--- config.mk ---
export PLATFORM = sky130hd
export DESIGN_NAME = pulse_beat_detector_top
export DESIGN_NICKNAME = d
export VERILOG_FILES = /design/src/design/pbd_pkg.sv /design/src/design/pulse_beat_detector_top.sv /design/src/design/pbd_div.sv /design/src/design/pbd_datapath.sv /design/src/design/pbd_ctrl.sv
export SDC_FILE = /design/constraint.sdc
export NUM_CORES = 2
export LEC_CHECK = 0
export BUFFER_PORTS_ARGS = -buffer_cell sky130_fd_sc_hd__buf_2
export CORE_MARGIN = 3
export CORE_UTILIZATION = 60
export DETAILED_ROUTE_END_ITERATION = 8
export PLACE_DENSITY = 0.76
export SLEW_MARGIN = 5
export SYNTH_ARGS = -nofsm -noshare
export SYNTH_HDL_FRONTEND = slang
export SYNTH_SLANG_ARGS = --single-unit
--- constraint.sdc ---
create_clock -name clk -period 29.7 [get_ports clk]
set_input_delay 4.455 -clock clk [delete_from_list [all_inputs] [get_ports clk]]
set_output_delay 4.455 -clock clk [all_outputs]
set_load 0.05 [all_outputs]
--- src/design/pbd_pkg.sv ---
// pbd_pkg: widths, constants and shared types of the pulse beat detector
// used by every design file through scoped names; depends on nothing
package pbd_pkg;

  // field and state widths
  localparam int unsigned SAMPLE_W = 10;
  localparam int unsigned CFG_W    = 9;
  localparam int unsigned TIME_W   = 32;
  localparam int unsigned IV_W     = 16;
  localparam int unsigned BPM_W    = 8;

  // interval history
  localparam int unsigned HIST_DEPTH = 10;
  localparam int unsigned SUM_W      = IV_W + $clog2(HIST_DEPTH);

  // rate divider
  localparam int unsigned DIV_W     = IV_W;
  localparam int unsigned DIV_CNT_W = $clog2(DIV_W + 1);

  // reset values and detection constants
  localparam int unsigned CFG_INIT   = 2;
  localparam int unsigned LEVEL_MID  = 512;
  localparam int unsigned THR_INIT   = 525;
  localparam int unsigned IV_INIT    = 600;
  localparam int unsigned REFRACT_MS = 250;
  localparam int unsigned TIMEOUT_MS = 2500;
  localparam int unsigned RATE_NUM   = 60000;
  localparam int unsigned BLANK_DIV  = 5;
  localparam int unsigned BLANK_MUL  = 3;
  localparam int unsigned BLANK_INIT = (IV_INIT / BLANK_DIV) * BLANK_MUL;
  localparam int unsigned BPM_SAT    = 255;

  // reciprocal multiply for the history mean, exact over the sum width
  localparam int unsigned MEAN_SHIFT  = SUM_W + $clog2(HIST_DEPTH);
  localparam int unsigned MEAN_RECIP  = ((1 << MEAN_SHIFT) + HIST_DEPTH - 1) / HIST_DEPTH;
  localparam int unsigned MEAN_PROD_W = SUM_W + MEAN_SHIFT;

  // reciprocal multiply for the blanking fifth, exact over the interval width
  localparam int unsigned BLANK_SHIFT  = IV_W + $clog2(BLANK_DIV);
  localparam int unsigned BLANK_RECIP  = ((1 << BLANK_SHIFT) + BLANK_DIV - 1) / BLANK_DIV;
  localparam int unsigned BLANK_PROD_W = IV_W + BLANK_SHIFT;

  // controller to datapath
  typedef struct packed {
    logic    take;
    logic    clock_step;
    logic    since_calc;
    logic    update;
    logic    div_start;
    logic    mean_load;
    logic    bpm_load;
    logic    blank_load;
    logic    out_load;
  } pbd_cmd_t;

  // datapath to controller
  typedef struct packed {
    logic beat;
    logic counted;
    logic div_done;
    logic div_busy;
  } pbd_stat_t;

endpackage

--- src/design/pulse_beat_detector_top.sv ---
// Pulse beat detector: takes one 10-bit sensor sample per input word and
// returns one result word. A sample with no beat steps through the clock,
// since, update and finish states. A sample that finds the first beat after
// reset or timeout adds a state to recompute the blanking window; a counted
// beat adds the history mean (reciprocal multiply), 60000 / mean on the
// bit-serial divider and the blanking window. While the previous result word
// still waits on out_ready, the finish state holds. A new sample is taken
// while the previous result still waits in the output register. The sample
// interval register may be written at any time the block is idle; cfg_ready
// is always high.
// depends on pbd_pkg, pbd_ctrl and pbd_datapath
module pulse_beat_detector_top (
  input  logic                        clk,
  input  logic                        rst,
  input  logic                        cfg_valid,
  output logic                        cfg_ready,
  input  logic [pbd_pkg::CFG_W-1:0]    cfg_data,
  input  logic                        in_valid,
  output logic                        in_ready,
  input  logic [pbd_pkg::SAMPLE_W-1:0] sample,
  output logic                        out_valid,
  input  logic                        out_ready,
  output logic                        beat_found,
  output logic                        pulse_active,
  output logic [pbd_pkg::BPM_W-1:0]    bpm,
  output logic [pbd_pkg::IV_W-1:0]     ibi
);

  pbd_pkg::pbd_cmd_t  cmd;
  pbd_pkg::pbd_stat_t stat;

  assign cfg_ready = 1'b1;

  pbd_ctrl u_ctrl (
    .clk       (clk),
    .rst       (rst),
    .in_valid  (in_valid),
    .in_ready  (in_ready),
    .out_valid (out_valid),
    .out_ready (out_ready),
    .stat      (stat),
    .cmd       (cmd)
  );

  pbd_datapath u_dp (
    .clk          (clk),
    .rst          (rst),
    .cfg_valid    (cfg_valid),
    .cfg_data     (cfg_data),
    .sample       (sample),
    .cmd          (cmd),
    .stat         (stat),
    .beat_found   (beat_found),
    .pulse_active (pulse_active),
    .bpm          (bpm),
    .ibi          (ibi)
  );

  // a pending result is never overwritten
  a_no_overwrite: assert property (@(posedge clk) disable iff (rst)
    cmd.out_load |-> (!out_valid || out_ready))
    else $error("result word overwritten before it was taken");

  // no new sample while a division is running
  a_idle_div: assert property (@(posedge clk) disable iff (rst)
    in_ready |-> !stat.div_busy)
    else $error("input ready while divider busy");

  // a counted beat always follows the refractory window
  a_beat_interval: assert property (@(posedge clk) disable iff (rst)
    (out_valid && beat_found) |-> (ibi > pbd_pkg::IV_W'(pbd_pkg::REFRACT_MS)))
    else $error("counted beat with too short an interval");

  // one sample at a time
  a_one_word: assert property (@(posedge clk) disable iff (rst)
    cmd.take |=> !in_ready)
    else $error("input ready right after a word was taken");

endmodule

--- src/design/pbd_div.sv ---
// pbd_div: restoring unsigned divider, one quotient bit per cycle
// uses widths from pbd_pkg
module pbd_div (
  input  logic                     clk,
  input  logic                     rst,
  input  logic                     start,
  input  logic [pbd_pkg::DIV_W-1:0] dividend,
  input  logic [pbd_pkg::DIV_W-1:0] divisor,
  output logic [pbd_pkg::DIV_W-1:0] quotient,
  output logic                     done,
  output logic                     busy
);

  logic [pbd_pkg::DIV_CNT_W-1:0] count;
  logic [pbd_pkg::DIV_W-1:0]     rem;
  logic [pbd_pkg::DIV_W-1:0]     quo;
  logic [pbd_pkg::DIV_W-1:0]     dvs;
  logic [pbd_pkg::DIV_W:0]       trial;

  // trial subtract of the shifted remainder
  assign trial = {rem, quo[pbd_pkg::DIV_W-1]} - {1'b0, dvs};

  // step counter and done pulse
  always_ff @(posedge clk) begin
    if (rst) begin
      count <= '0;
      done  <= 1'b0;
    end else begin
      done <= 1'b0;
      if (start) begin
        count <= pbd_pkg::DIV_CNT_W'(pbd_pkg::DIV_W);
      end else if (count != '0) begin
        count <= count - pbd_pkg::DIV_CNT_W'(1);
        if (count == pbd_pkg::DIV_CNT_W'(1)) begin
          done <= 1'b1;
        end
      end
    end
  end

  // remainder and quotient shift
  always_ff @(posedge clk) begin
    if (start) begin
      rem <= '0;
      quo <= dividend;
      dvs <= divisor;
    end else if (count != '0) begin
      if (!trial[pbd_pkg::DIV_W]) begin
        rem <= trial[pbd_pkg::DIV_W-1:0];
        quo <= {quo[pbd_pkg::DIV_W-2:0], 1'b1};
      end else begin
        rem <= {rem[pbd_pkg::DIV_W-2:0], quo[pbd_pkg::DIV_W-1]};
        quo <= {quo[pbd_pkg::DIV_W-2:0], 1'b0};
      end
    end
  end

  assign quotient = quo;
  assign busy     = (count != '0);

endmodule

--- src/design/pbd_datapath.sv ---
// pbd_datapath: clock, level tracking, beat decision, interval history and rate
// depends on pbd_pkg and pbd_div
module pbd_datapath (
  input  logic                        clk,
  input  logic                        rst,
  input  logic                        cfg_valid,
  input  logic [pbd_pkg::CFG_W-1:0]    cfg_data,
  input  logic [pbd_pkg::SAMPLE_W-1:0] sample,
  input  pbd_pkg::pbd_cmd_t           cmd,
  output pbd_pkg::pbd_stat_t          stat,
  output logic                        beat_found,
  output logic                        pulse_active,
  output logic [pbd_pkg::BPM_W-1:0]    bpm,
  output logic [pbd_pkg::IV_W-1:0]     ibi
);

  // state registers
  logic [pbd_pkg::CFG_W-1:0]    interval_cfg;
  logic [pbd_pkg::SAMPLE_W-1:0] sample_q;
  logic [pbd_pkg::TIME_W-1:0]   elapsed;
  logic [pbd_pkg::TIME_W-1:0]   last_beat;
  logic [pbd_pkg::TIME_W-1:0]   since;
  logic [pbd_pkg::IV_W-1:0]     interval;
  logic [pbd_pkg::IV_W-1:0]     blank;
  logic [pbd_pkg::SAMPLE_W-1:0] peak;
  logic [pbd_pkg::SAMPLE_W-1:0] trough;
  logic [pbd_pkg::SAMPLE_W-1:0] thresh;
  logic                        in_pulse;
  logic                        await_first;
  logic                        await_second;
  logic                        found;
  logic [pbd_pkg::BPM_W-1:0]    rate;
  logic [pbd_pkg::IV_W-1:0]     mean;
  logic [pbd_pkg::IV_W-1:0]     hist [pbd_pkg::HIST_DEPTH];
  logic [pbd_pkg::SUM_W-1:0]    hist_sum;

  // update terms
  logic                        below;
  logic                        above;
  logic                        past_blank;
  logic                        beat;
  logic                        early;
  logic                        counted;
  logic                        fill;
  logic                        pulse_end;
  logic                        timeout;
  logic [pbd_pkg::SAMPLE_W-1:0] trough_a;
  logic [pbd_pkg::SAMPLE_W-1:0] peak_a;
  logic [pbd_pkg::SAMPLE_W-1:0] amp;
  logic [pbd_pkg::SAMPLE_W-1:0] thresh_e;
  logic [pbd_pkg::SAMPLE_W-1:0] peak_next;
  logic [pbd_pkg::SAMPLE_W-1:0] trough_next;
  logic [pbd_pkg::SAMPLE_W-1:0] thresh_next;
  logic [pbd_pkg::IV_W-1:0]     iv_new;

  // constant divisions by reciprocal multiply
  logic [pbd_pkg::MEAN_PROD_W-1:0]  mean_prod;
  logic [pbd_pkg::BLANK_PROD_W-1:0] blank_prod;
  logic [pbd_pkg::IV_W-1:0]         blank_q;

  // divider operands
  logic [pbd_pkg::DIV_W-1:0]    div_a;
  logic [pbd_pkg::DIV_W-1:0]    div_b;
  logic [pbd_pkg::DIV_W-1:0]    div_q;
  logic                        div_done;
  logic                        div_busy;

  // sample interval register
  always_ff @(posedge clk) begin
    if (rst) begin
      interval_cfg <= pbd_pkg::CFG_W'(pbd_pkg::CFG_INIT);
    end else if (cfg_valid) begin
      interval_cfg <= cfg_data;
    end
  end

  // input word capture
  always_ff @(posedge clk) begin
    if (cmd.take) begin
      sample_q <= sample;
    end
  end

  // level tracking and beat decision
  always_comb begin
    below      = sample_q < thresh;
    above      = sample_q > thresh;
    past_blank = since > pbd_pkg::TIME_W'(blank);
    trough_a   = (below && past_blank && (sample_q < trough)) ? sample_q : trough;
    peak_a     = (above && (sample_q > peak)) ? sample_q : peak;
    beat       = (since > pbd_pkg::TIME_W'(pbd_pkg::REFRACT_MS)) && above && !in_pulse
                 && past_blank;
    early      = beat && await_first;
    counted    = beat && !await_first;
    fill       = beat && await_second;
    pulse_end  = below && in_pulse;
    timeout    = !early && (since > pbd_pkg::TIME_W'(pbd_pkg::TIMEOUT_MS));
    amp        = peak_a - trough_a;
    thresh_e   = (amp >> 1) + trough_a;
    iv_new     = since[pbd_pkg::IV_W-1:0];
    if (timeout) begin
      peak_next   = pbd_pkg::SAMPLE_W'(pbd_pkg::LEVEL_MID);
      trough_next = pbd_pkg::SAMPLE_W'(pbd_pkg::LEVEL_MID);
      thresh_next = pbd_pkg::SAMPLE_W'(pbd_pkg::LEVEL_MID);
    end else if (pulse_end) begin
      peak_next   = thresh_e;
      trough_next = thresh_e;
      thresh_next = thresh_e;
    end else begin
      peak_next   = peak_a;
      trough_next = trough_a;
      thresh_next = thresh;
    end
  end

  // history mean and interval fifth
  assign mean_prod  = pbd_pkg::MEAN_PROD_W'(hist_sum)
                      * pbd_pkg::MEAN_PROD_W'(pbd_pkg::MEAN_RECIP);
  assign blank_prod = pbd_pkg::BLANK_PROD_W'(interval)
                      * pbd_pkg::BLANK_PROD_W'(pbd_pkg::BLANK_RECIP);
  assign blank_q    = blank_prod[pbd_pkg::BLANK_SHIFT +: pbd_pkg::IV_W];

  // clock, levels and beat flags
  always_ff @(posedge clk) begin
    if (rst) begin
      elapsed      <= '0;
      last_beat    <= '0;
      since        <= '0;
      interval     <= pbd_pkg::IV_W'(pbd_pkg::IV_INIT);
      blank        <= pbd_pkg::IV_W'(pbd_pkg::BLANK_INIT);
      peak         <= pbd_pkg::SAMPLE_W'(pbd_pkg::LEVEL_MID);
      trough       <= pbd_pkg::SAMPLE_W'(pbd_pkg::LEVEL_MID);
      thresh       <= pbd_pkg::SAMPLE_W'(pbd_pkg::THR_INIT);
      in_pulse     <= 1'b0;
      await_first  <= 1'b1;
      await_second <= 1'b0;
      found        <= 1'b0;
      rate         <= '0;
    end else begin
      if (cmd.clock_step) begin
        elapsed <= elapsed + pbd_pkg::TIME_W'(interval_cfg);
      end
      if (cmd.since_calc) begin
        since <= elapsed - last_beat;
      end
      if (cmd.update) begin
        peak         <= peak_next;
        trough       <= trough_next;
        thresh       <= thresh_next;
        in_pulse     <= (in_pulse || beat) && !pulse_end;
        await_first  <= timeout || (await_first && !beat);
        await_second <= !timeout && (beat ? await_first : await_second);
        found        <= counted;
        if (beat || timeout) begin
          last_beat <= elapsed;
        end
        if (beat) begin
          interval <= iv_new;
        end
      end
      if (cmd.bpm_load) begin
        rate <= (mean == '0) ? pbd_pkg::BPM_W'(pbd_pkg::BPM_SAT)
                             : div_q[pbd_pkg::BPM_W-1:0];
      end
      if (cmd.blank_load) begin
        blank <= blank_q + (blank_q << 1);
      end
    end
  end

  // interval history and its running sum
  always_ff @(posedge clk) begin
    if (cmd.update && counted) begin
      for (int i = 0; i < pbd_pkg::HIST_DEPTH - 1; i++) begin
        hist[i] <= fill ? iv_new : hist[i+1];
      end
      hist[pbd_pkg::HIST_DEPTH-1] <= iv_new;
      if (fill) begin
        hist_sum <= pbd_pkg::SUM_W'(iv_new) * pbd_pkg::SUM_W'(pbd_pkg::HIST_DEPTH);
      end else begin
        hist_sum <= hist_sum - pbd_pkg::SUM_W'(hist[0]) + pbd_pkg::SUM_W'(iv_new);
      end
    end
    if (cmd.mean_load) begin
      mean <= mean_prod[pbd_pkg::MEAN_SHIFT +: pbd_pkg::IV_W];
    end
  end

  // divider operands: 60000 over the history mean
  assign div_a = pbd_pkg::DIV_W'(pbd_pkg::RATE_NUM);
  assign div_b = pbd_pkg::DIV_W'(mean);

  pbd_div u_div (
    .clk      (clk),
    .rst      (rst),
    .start    (cmd.div_start),
    .dividend (div_a),
    .divisor  (div_b),
    .quotient (div_q),
    .done     (div_done),
    .busy     (div_busy)
  );

  // result word register
  always_ff @(posedge clk) begin
    if (cmd.out_load) begin
      beat_found   <= found;
      pulse_active <= in_pulse;
      bpm          <= rate;
      ibi          <= interval;
    end
  end

  assign stat.beat     = beat;
  assign stat.counted  = counted;
  assign stat.div_done = div_done;
  assign stat.div_busy = div_busy;

endmodule

--- src/design/pbd_ctrl.sv ---
// pbd_ctrl: sequencing state machine of the pulse beat detector
// depends on pbd_pkg for command and status types
module pbd_ctrl (
  input  logic               clk,
  input  logic               rst,
  input  logic               in_valid,
  output logic               in_ready,
  output logic               out_valid,
  input  logic               out_ready,
  input  pbd_pkg::pbd_stat_t stat,
  output pbd_pkg::pbd_cmd_t  cmd
);

  typedef enum logic [8:0] {
    ST_IDLE       = 9'b0_0000_0001,
    ST_CLOCK      = 9'b0_0000_0010,
    ST_SINCE      = 9'b0_0000_0100,
    ST_UPDATE     = 9'b0_0000_1000,
    ST_MEAN       = 9'b0_0001_0000,
    ST_RATE_GO    = 9'b0_0010_0000,
    ST_RATE_WAIT  = 9'b0_0100_0000,
    ST_BLANK      = 9'b0_1000_0000,
    ST_FINISH     = 9'b1_0000_0000
  } state_t;

  state_t state;
  state_t state_next;
  logic   out_free;

  assign in_ready = (state == ST_IDLE);
  assign out_free = !out_valid || out_ready;

  // next state and commands
  always_comb begin
    state_next = state;
    cmd        = '0;
    unique case (state)
      ST_IDLE: begin
        if (in_valid) begin
          cmd.take   = 1'b1;
          state_next = ST_CLOCK;
        end
      end
      ST_CLOCK: begin
        cmd.clock_step = 1'b1;
        state_next     = ST_SINCE;
      end
      ST_SINCE: begin
        cmd.since_calc = 1'b1;
        state_next     = ST_UPDATE;
      end
      ST_UPDATE: begin
        cmd.update = 1'b1;
        priority if (stat.counted) begin
          state_next = ST_MEAN;
        end else if (stat.beat) begin
          state_next = ST_BLANK;
        end else begin
          state_next = ST_FINISH;
        end
      end
      ST_MEAN: begin
        cmd.mean_load = 1'b1;
        state_next    = ST_RATE_GO;
      end
      ST_RATE_GO: begin
        cmd.div_start = 1'b1;
        state_next    = ST_RATE_WAIT;
      end
      ST_RATE_WAIT: begin
        if (stat.div_done) begin
          cmd.bpm_load = 1'b1;
          state_next   = ST_BLANK;
        end
      end
      ST_BLANK: begin
        cmd.blank_load = 1'b1;
        state_next     = ST_FINISH;
      end
      ST_FINISH: begin
        if (out_free) begin
          cmd.out_load = 1'b1;
          state_next   = ST_IDLE;
        end
      end
      default: begin
        state_next = ST_IDLE;
      end
    endcase
  end

  // state register
  always_ff @(posedge clk) begin
    if (rst) begin
      state <= ST_IDLE;
    end else begin
      state <= state_next;
    end
  end

  // result word valid
  always_ff @(posedge clk) begin
    if (rst) begin
      out_valid <= 1'b0;
    end else if (cmd.out_load) begin
      out_valid <= 1'b1;
    end else if (out_ready) begin
      out_valid <= 1'b0;
    end
  end

endmodule

* After elaboration in Yosys (flattened, before gate mapping)
Memory sizes are Yosys's and may differ from the RTL's.
Index checks and enable logic that the tools add are counted.
** Storage, ports and cells
- Memory bits (read-only) :: 0
- Logic and storage cells :: 148
- Bits in writable memories :: 160
- Memories :: 1
- Bits in latches :: 0
- Input bits :: 24
- Register bits :: 315
- Output and inout port bits :: 29
** Operators by class
- Div/mod/pow operators :: 0
- $lt $le $gt $ge :: 7
- Mux-type cells :: 47
- Equality and inequality tests :: 13
- Bitwise gates (word level) :: 1
- Multiply operators :: 3
- Shifts and indexed selects :: 0
- Reductions and logical operators :: 37
- $add $sub $neg :: 9
** Memory list
- u_dp.hist :: words 10, width 16, read ports 10, clocked after memory_dff 0, write ports 10, line pbd_datapath.sv:34 : logic [pbd_pkg::IV_W-1:0] hist [pbd_pkg::HIST_DEPTH];
** Operators with widths (count)
- 16-bit 2-to-1 mux :: 10
- 9-bit case mux with 9 select lines :: 1
- 10-bit 2-to-1 mux :: 8
- 9-bit 2-to-1 mux :: 5
- 20-bit by 20-bit multiplier with 39-bit output (second input constant) :: 1
- 32-bit by 9-bit adder with 32-bit output :: 1
- 32-bit by 12-bit > comparator with 1-bit output (second input constant) :: 1
- 32-bit by 16-bit > comparator with 1-bit output :: 1
- 32-bit by 8-bit > comparator with 1-bit output (second input constant) :: 1
- 16-bit by 16-bit multiplier with 32-bit output (second input constant) :: 1
- 32-bit subtractor :: 1
- 20-bit by 16-bit adder with 20-bit output :: 1
- 10-bit > comparator :: 2
- 10-bit < comparator :: 2
- 20-bit 2-to-1 mux :: 1
- 20-bit by 16-bit subtractor with 20-bit output :: 1
- 16-bit by 3-bit multiplier with 19-bit output (second input constant) :: 1
- 1-bit 2-to-1 mux :: 19
- 17-bit by 16-bit subtractor with 17-bit output :: 1
- 14-bit by 15-bit adder with 16-bit output :: 1
- 16-bit zero test :: 1
- 1-bit logical AND :: 15
- 9-bit by 10-bit adder with 10-bit output :: 1
- 5-bit 2-to-1 mux :: 2
- 24 further kinds :: 38

* Longest topological paths before layout
- Word-level depth :: 9
- Depth in mapped cells :: 33
- Gate-level depth less buffers :: 33

* By module
Synthesis repeated with hierarchy kept, for this count alone.
** Unflattened totals
- Cell total of the unflattened synthesis :: 3779
- Area, all modules :: 37184.4 um^2
** By module, submodules not included
- pbd_datapath :: seq. area each 10550.1 um^2, instances 1, cells an instance 3409, area an instance 33373.3 um^2
- pbd_div :: seq. area each 1401.3 um^2, instances 1, cells an instance 296, area an instance 3144.3 um^2
- pbd_ctrl :: seq. area each 200.2 um^2, instances 1, cells an instance 72, area an instance 655.6 um^2
- pulse_beat_detector_top :: seq. area each 0.0 um^2, instances 1, cells an instance 2, area an instance 11.3 um^2

* Worst setup path before layout
No wires, ideal clock.
- Kind :: reg2reg
- Start point :: reg u_dp.since[0] (netlist name)
- End point :: mem u_dp.hist[0][0] (netlist name), enable pin
- Setup time :: 0.725 ns
- Arrival time :: 9.489 ns
- Period minus slack after synthesis :: 10.214 ns
- Cell stages (with the launch flop) :: 12
- Required time :: 28.975 ns
- Slack :: 19.486 ns
- Buffers on the path :: 1
- Cell sequence :: dfxtp_1 -> clkbuf_1 -> inv_1 -> ha_1 -> nor2b_1 -> o21bai_1 -> a21oi_1 -> o31a_1 -> o21ai_0 -> a2111oi_4 -> nand2_1 -> nor2_1
** RTL lines
- from (decl) :: line pbd_datapath.sv:22 : logic [pbd_pkg::TIME_W-1:0] since;
- from (signal assigned) :: line pbd_datapath.sv:144 : since <= elapsed - last_beat;
- to (decl) :: line pbd_datapath.sv:34

* Worst setup path in the final report
- Start point :: reg u_dp.interval[4] (netlist name)
- End point :: reg u_dp.blank[12] (netlist name)
** Between the ends
- Cells in the longest elaborated chain, start to end :: 2
** Ends and longest elaborated chain
- from (decl) :: line pbd_datapath.sv:23 : logic [pbd_pkg::IV_W-1:0] interval;
- from (signal assigned) :: line pbd_datapath.sv:129 : interval <= pbd_pkg::IV_W'(pbd_pkg::IV_INIT);
- from (signal assigned) :: line pbd_datapath.sv:158 : interval <= iv_new;
- 16-bit by 16-bit multiplier with 32-bit output :: line pbd_datapath.sv:120 : * pbd_pkg::BLANK_PROD_W'(pbd_pkg::BLANK_RECIP);
- 14-bit by 15-bit adder with 16-bit output :: line pbd_datapath.sv:166 : blank <= blank_q + (blank_q << 1);
- to (signal assigned) :: line pbd_datapath.sv:130 : blank <= pbd_pkg::IV_W'(pbd_pkg::BLANK_INIT);
- to (signal assigned) :: line pbd_datapath.sv:166
- to (decl) :: line pbd_datapath.sv:24 : logic [pbd_pkg::IV_W-1:0] blank;
Every way passes these cells.
A chain may end at the register's enable or synchronous reset.

==> impl_metrics.csv <==
group,metric,value,unit
layout,fillerInstances,4733,
pwr,powerDensity,41.3,nW/µm²
route,drt-total-wl,82600,µm
logic_synthesis,ys.flop_type,"edfxtp_1",
timing,fin_crit_sh,27.9,%
cts,insertion_delay,0.64,ns
logic_synthesis,synth_cell_types,93,
timing,fin_setup_tns,0,ns
pwr,cellLeakagePower,18.7,nW
place,portBuffers,51,
layout,nets,4653,
floorplan,pin_count,53,
critical_path,end_kind,"flip-flop",
cts,clkTransAtPathRegs,0.07,ns
pwr,ir_drop,0.0548,mV
timing,drv_slew,0,
logic_synthesis,yosysWarnings,0,
flow_run,cap_violations,0,
floorplan,core-area,59600,µm²
route,viasPerCell,5.64,
timing,rsz0062_at_grt,"false",
critical_path,cpPeakStageDelay,0.55,ns
timing,slew_headroom,16.6,%
cts,clockBufferDepth,3,
cts,cts_root_buffer,"clkbuf_16",
floorplan,initial_core_util,61.3,%
critical_path,startpoint_type,"flip-flop",
critical_path,arrival,8.82,ns
logic_synthesis,synthCells,3852,
route,post-route-drc-count,0,
cts,postCtsHoldBufs,0,
critical_path,r2r-start,"u_dp.interval[4]",
min_path,hold_class,"flip-flop to flip-flop",
logic_synthesis,syn_area,36500,µm²
timing,period_minus_slack,8.28,ns
place,place.gp.congestion,0.938,
timing,finalHoldViolations,0,
floorplan,fp.dieArea,63800,µm²
layout,drive_gt1_share,5.13,%
logic_synthesis,synthArstFlopShare,0,%
logic_synthesis,ys_seq_area_share,32.9,%
route,dr.pass1.iters,5,
global_route,grt_first_pass_wirelength,136000,µm
cts,ctsResizeCount,0,
run_status,status,"complete, no violations",
min_path,hold_depth,0,
timing,setup_viol,0,
timing,tightest_slew,1.25,ns
critical_path,cp_slowest_cell,"fa_1",
global_route,grt_max_degree,182,
critical_path,r2r_cells,29,
min_path,min_from,"u_dp.rate[6]",
route,antenna_left,0,
min_path,min_to,"u_dp.bpm[6]",
critical_path,r2r-end,"u_dp.blank[12]",
cts,post_cts_buffers,0,
critical_path,cp.required,30.24,ns
route,wl_per_cell,17.6,µm
timing,clock.fmax,121,MHz
global_route,first_global_vias,26416,
layout,fin_cells,4694,
timing,clock_skew,0.0457,ns
logic_synthesis,avgSynthCellArea,9.48,µm²
pwr,finalPower,1.62,mW
critical_path,cp_max_fo,8,
place,dp_hpwl,61700,µm
cts,clock_sinks,475,
floorplan,dieWidth,253,µm
global_route,grt_usage,26.5,%
global_route,antenna_found_initial,2,
cts,htree_levels,2,
global_route,overflow,0,
layout,area_growth,7.42,%
cts,cts_buffers,50,
route,vias,26461,
floorplan,dieHeight,253,µm
logic_synthesis,syn_nets,4623,
logic_synthesis,ys_ff_latch,475,
layout,diodes,0,
place,numPlacedInstances,4603,
floorplan,rows,89,
critical_path,r2r_slack,21.42,ns
route,drtIter0Drc,1895,
logic_synthesis,synth_enable_flop_cells,248,
cts,cts_tree,"done",
critical_path,criticalPathCategory,"flip-flop to flip-flop",
## worst max-delay path: cells and delay by family (launching register included)
| family | cells | cell delay, ns |
|---|---|---|
| adders and majority gates | 8 | 3.65 |
| AOI/OAI and AO/OA | 8 | 1.96 |
| and+or+nand+nor | 8 | 1.69 |
| DFF | 1 | 0.54 |
| buffers and inverters | 5 | 0.37 |
## layer usage
metal,share of wire [%],routed length [µm],vias up,global-route usage (%)
li1,-,-,12953,-
met1,45,36800,12638,36.4
met2,46,38300,739,43.6
met3,6.7,5520,129,5.04
met4,2.3,1920,2,6.38
met5,0.016,13,-,0
## metrics by stage
stage	hold slack (ns)	setup slack [ns]	utilization, %	area (µm²)
global route	0.440	21.00	65.8	39200
finish	0.430	21.42	65.8	39200
floorplan	0.409	19.49	-	36500
detailed placement	0.416	21.46	63.1	37600
CTS	0.431	21.43	65.8	39200
global placement	0.413	21.59	63.1	37600
## flip-flops by register name, indices dropped and copies added, names as in the netlist, 16 cells and up
register and cells:
u_dp.blank 16, u_dp.div_b 16, u_dp.elapsed 32, u_dp.hist 160, u_dp.hist_sum 20, u_dp.ibi 16
u_dp.interval 16, u_dp.last_beat 32, u_dp.since 32, u_dp.u_div.dvs 16, u_dp.u_div.quotient 16, u_dp.u_div.rem 16
## where the power goes
| group | internal (mW) | switching (mW) | total, mW |
|---|---|---|---|
| Combinational | 0.107 | 0.141 | 0.248 |
| Clock | 0.360 | 0.277 | 0.636 |
| Sequential | 0.714 | 0.0213 | 0.736 |
| Total | 1.18 | 0.439 | 1.62 |
## how the worst max path moves through the flow
stage,start,endpoint,depth (start not counted)
after floorplan,u_dp.since[0],u_dp.hist[0][0],11
after detailed placement,u_dp.interval[4],u_dp.blank[12],29
final,u_dp.interval[4],u_dp.blank[12],29
after global placement,u_dp.interval[4],u_dp.blank[12],29
after global routing,u_dp.interval[4],u_dp.blank[12],29
after CTS,u_dp.interval[4],u_dp.blank[12],29
## cells in the mapped netlist, drive strengths merged (25+ instances only)
cell type,count,area (µm²)
a211oi,47,363
a21o,56,422
a21oi,237,1190
clkbuf,83,312
dfxtp,227,4540
edfxtp,248,7450
fa,242,4840
ha,505,6320
inv,642,2410
mux2i,38,380
nand2,589,2210
nand3,61,305
nor2,203,772
nor2b,27,169
nor3,49,257
o21ai,90,450
or3,25,156
xnor2,86,753
xor2,53,464
## layout by cell type, fill, tap and decap left out, types with 17 or more instances in the layout
| cell type | n |
|---|---|
| a21oi_1 | 235 |
| clkbuf_16 | 51 |
| and2_1 | 18 |
| and3_1 | 20 |
| dfxtp_1 | 227 |
| o21ai_0 | 81 |
| fa_1 | 242 |
| mux2i_1 | 38 |
| xnor2_1 | 86 |
| edfxtp_1 | 248 |
| xor2_1 | 53 |
| nand4_1 | 19 |
| a211oi_1 | 45 |
| or3_1 | 25 |
| nor2b_1 | 26 |
| nor3_1 | 48 |
| a21o_1 | 55 |
| buf_2 | 50 |
| nand2_1 | 588 |
| inv_1 | 640 |
| nand2b_1 | 23 |
| nand3_1 | 61 |
| buf_4 | 23 |
| o21bai_1 | 18 |
| o211ai_1 | 21 |
| ha_1 | 505 |
| nor4_1 | 17 |
| nor2_1 | 200 |
## cells by family after synthesis
group	synth area share, %
buffers and inverters	7.68
AOI/OAI and AO/OA	11.1
other	0.0103
DFF	32.9
muxes	1.32
adders and majority gates	30.6
xor gates and xnor gates	3.34
and+or+nand+nor	13.2
## area by class of cell
cell class / count / area (µm²) / area share, %
flip-flops and latches: 475 / 12000 / 30.6
inverters: 642 / 2410 / 6.15
clock inverters: 26 / 292 / 0.744
clock buffers: 65 / 1350 / 3.44
repair buffers: 75 / 454 / 1.16
well taps: 773 / 967 / 2.47
multi-input cells: 2638 / 21700 / 55.5
No activity file was read; power rests on OpenSTA's default activity.
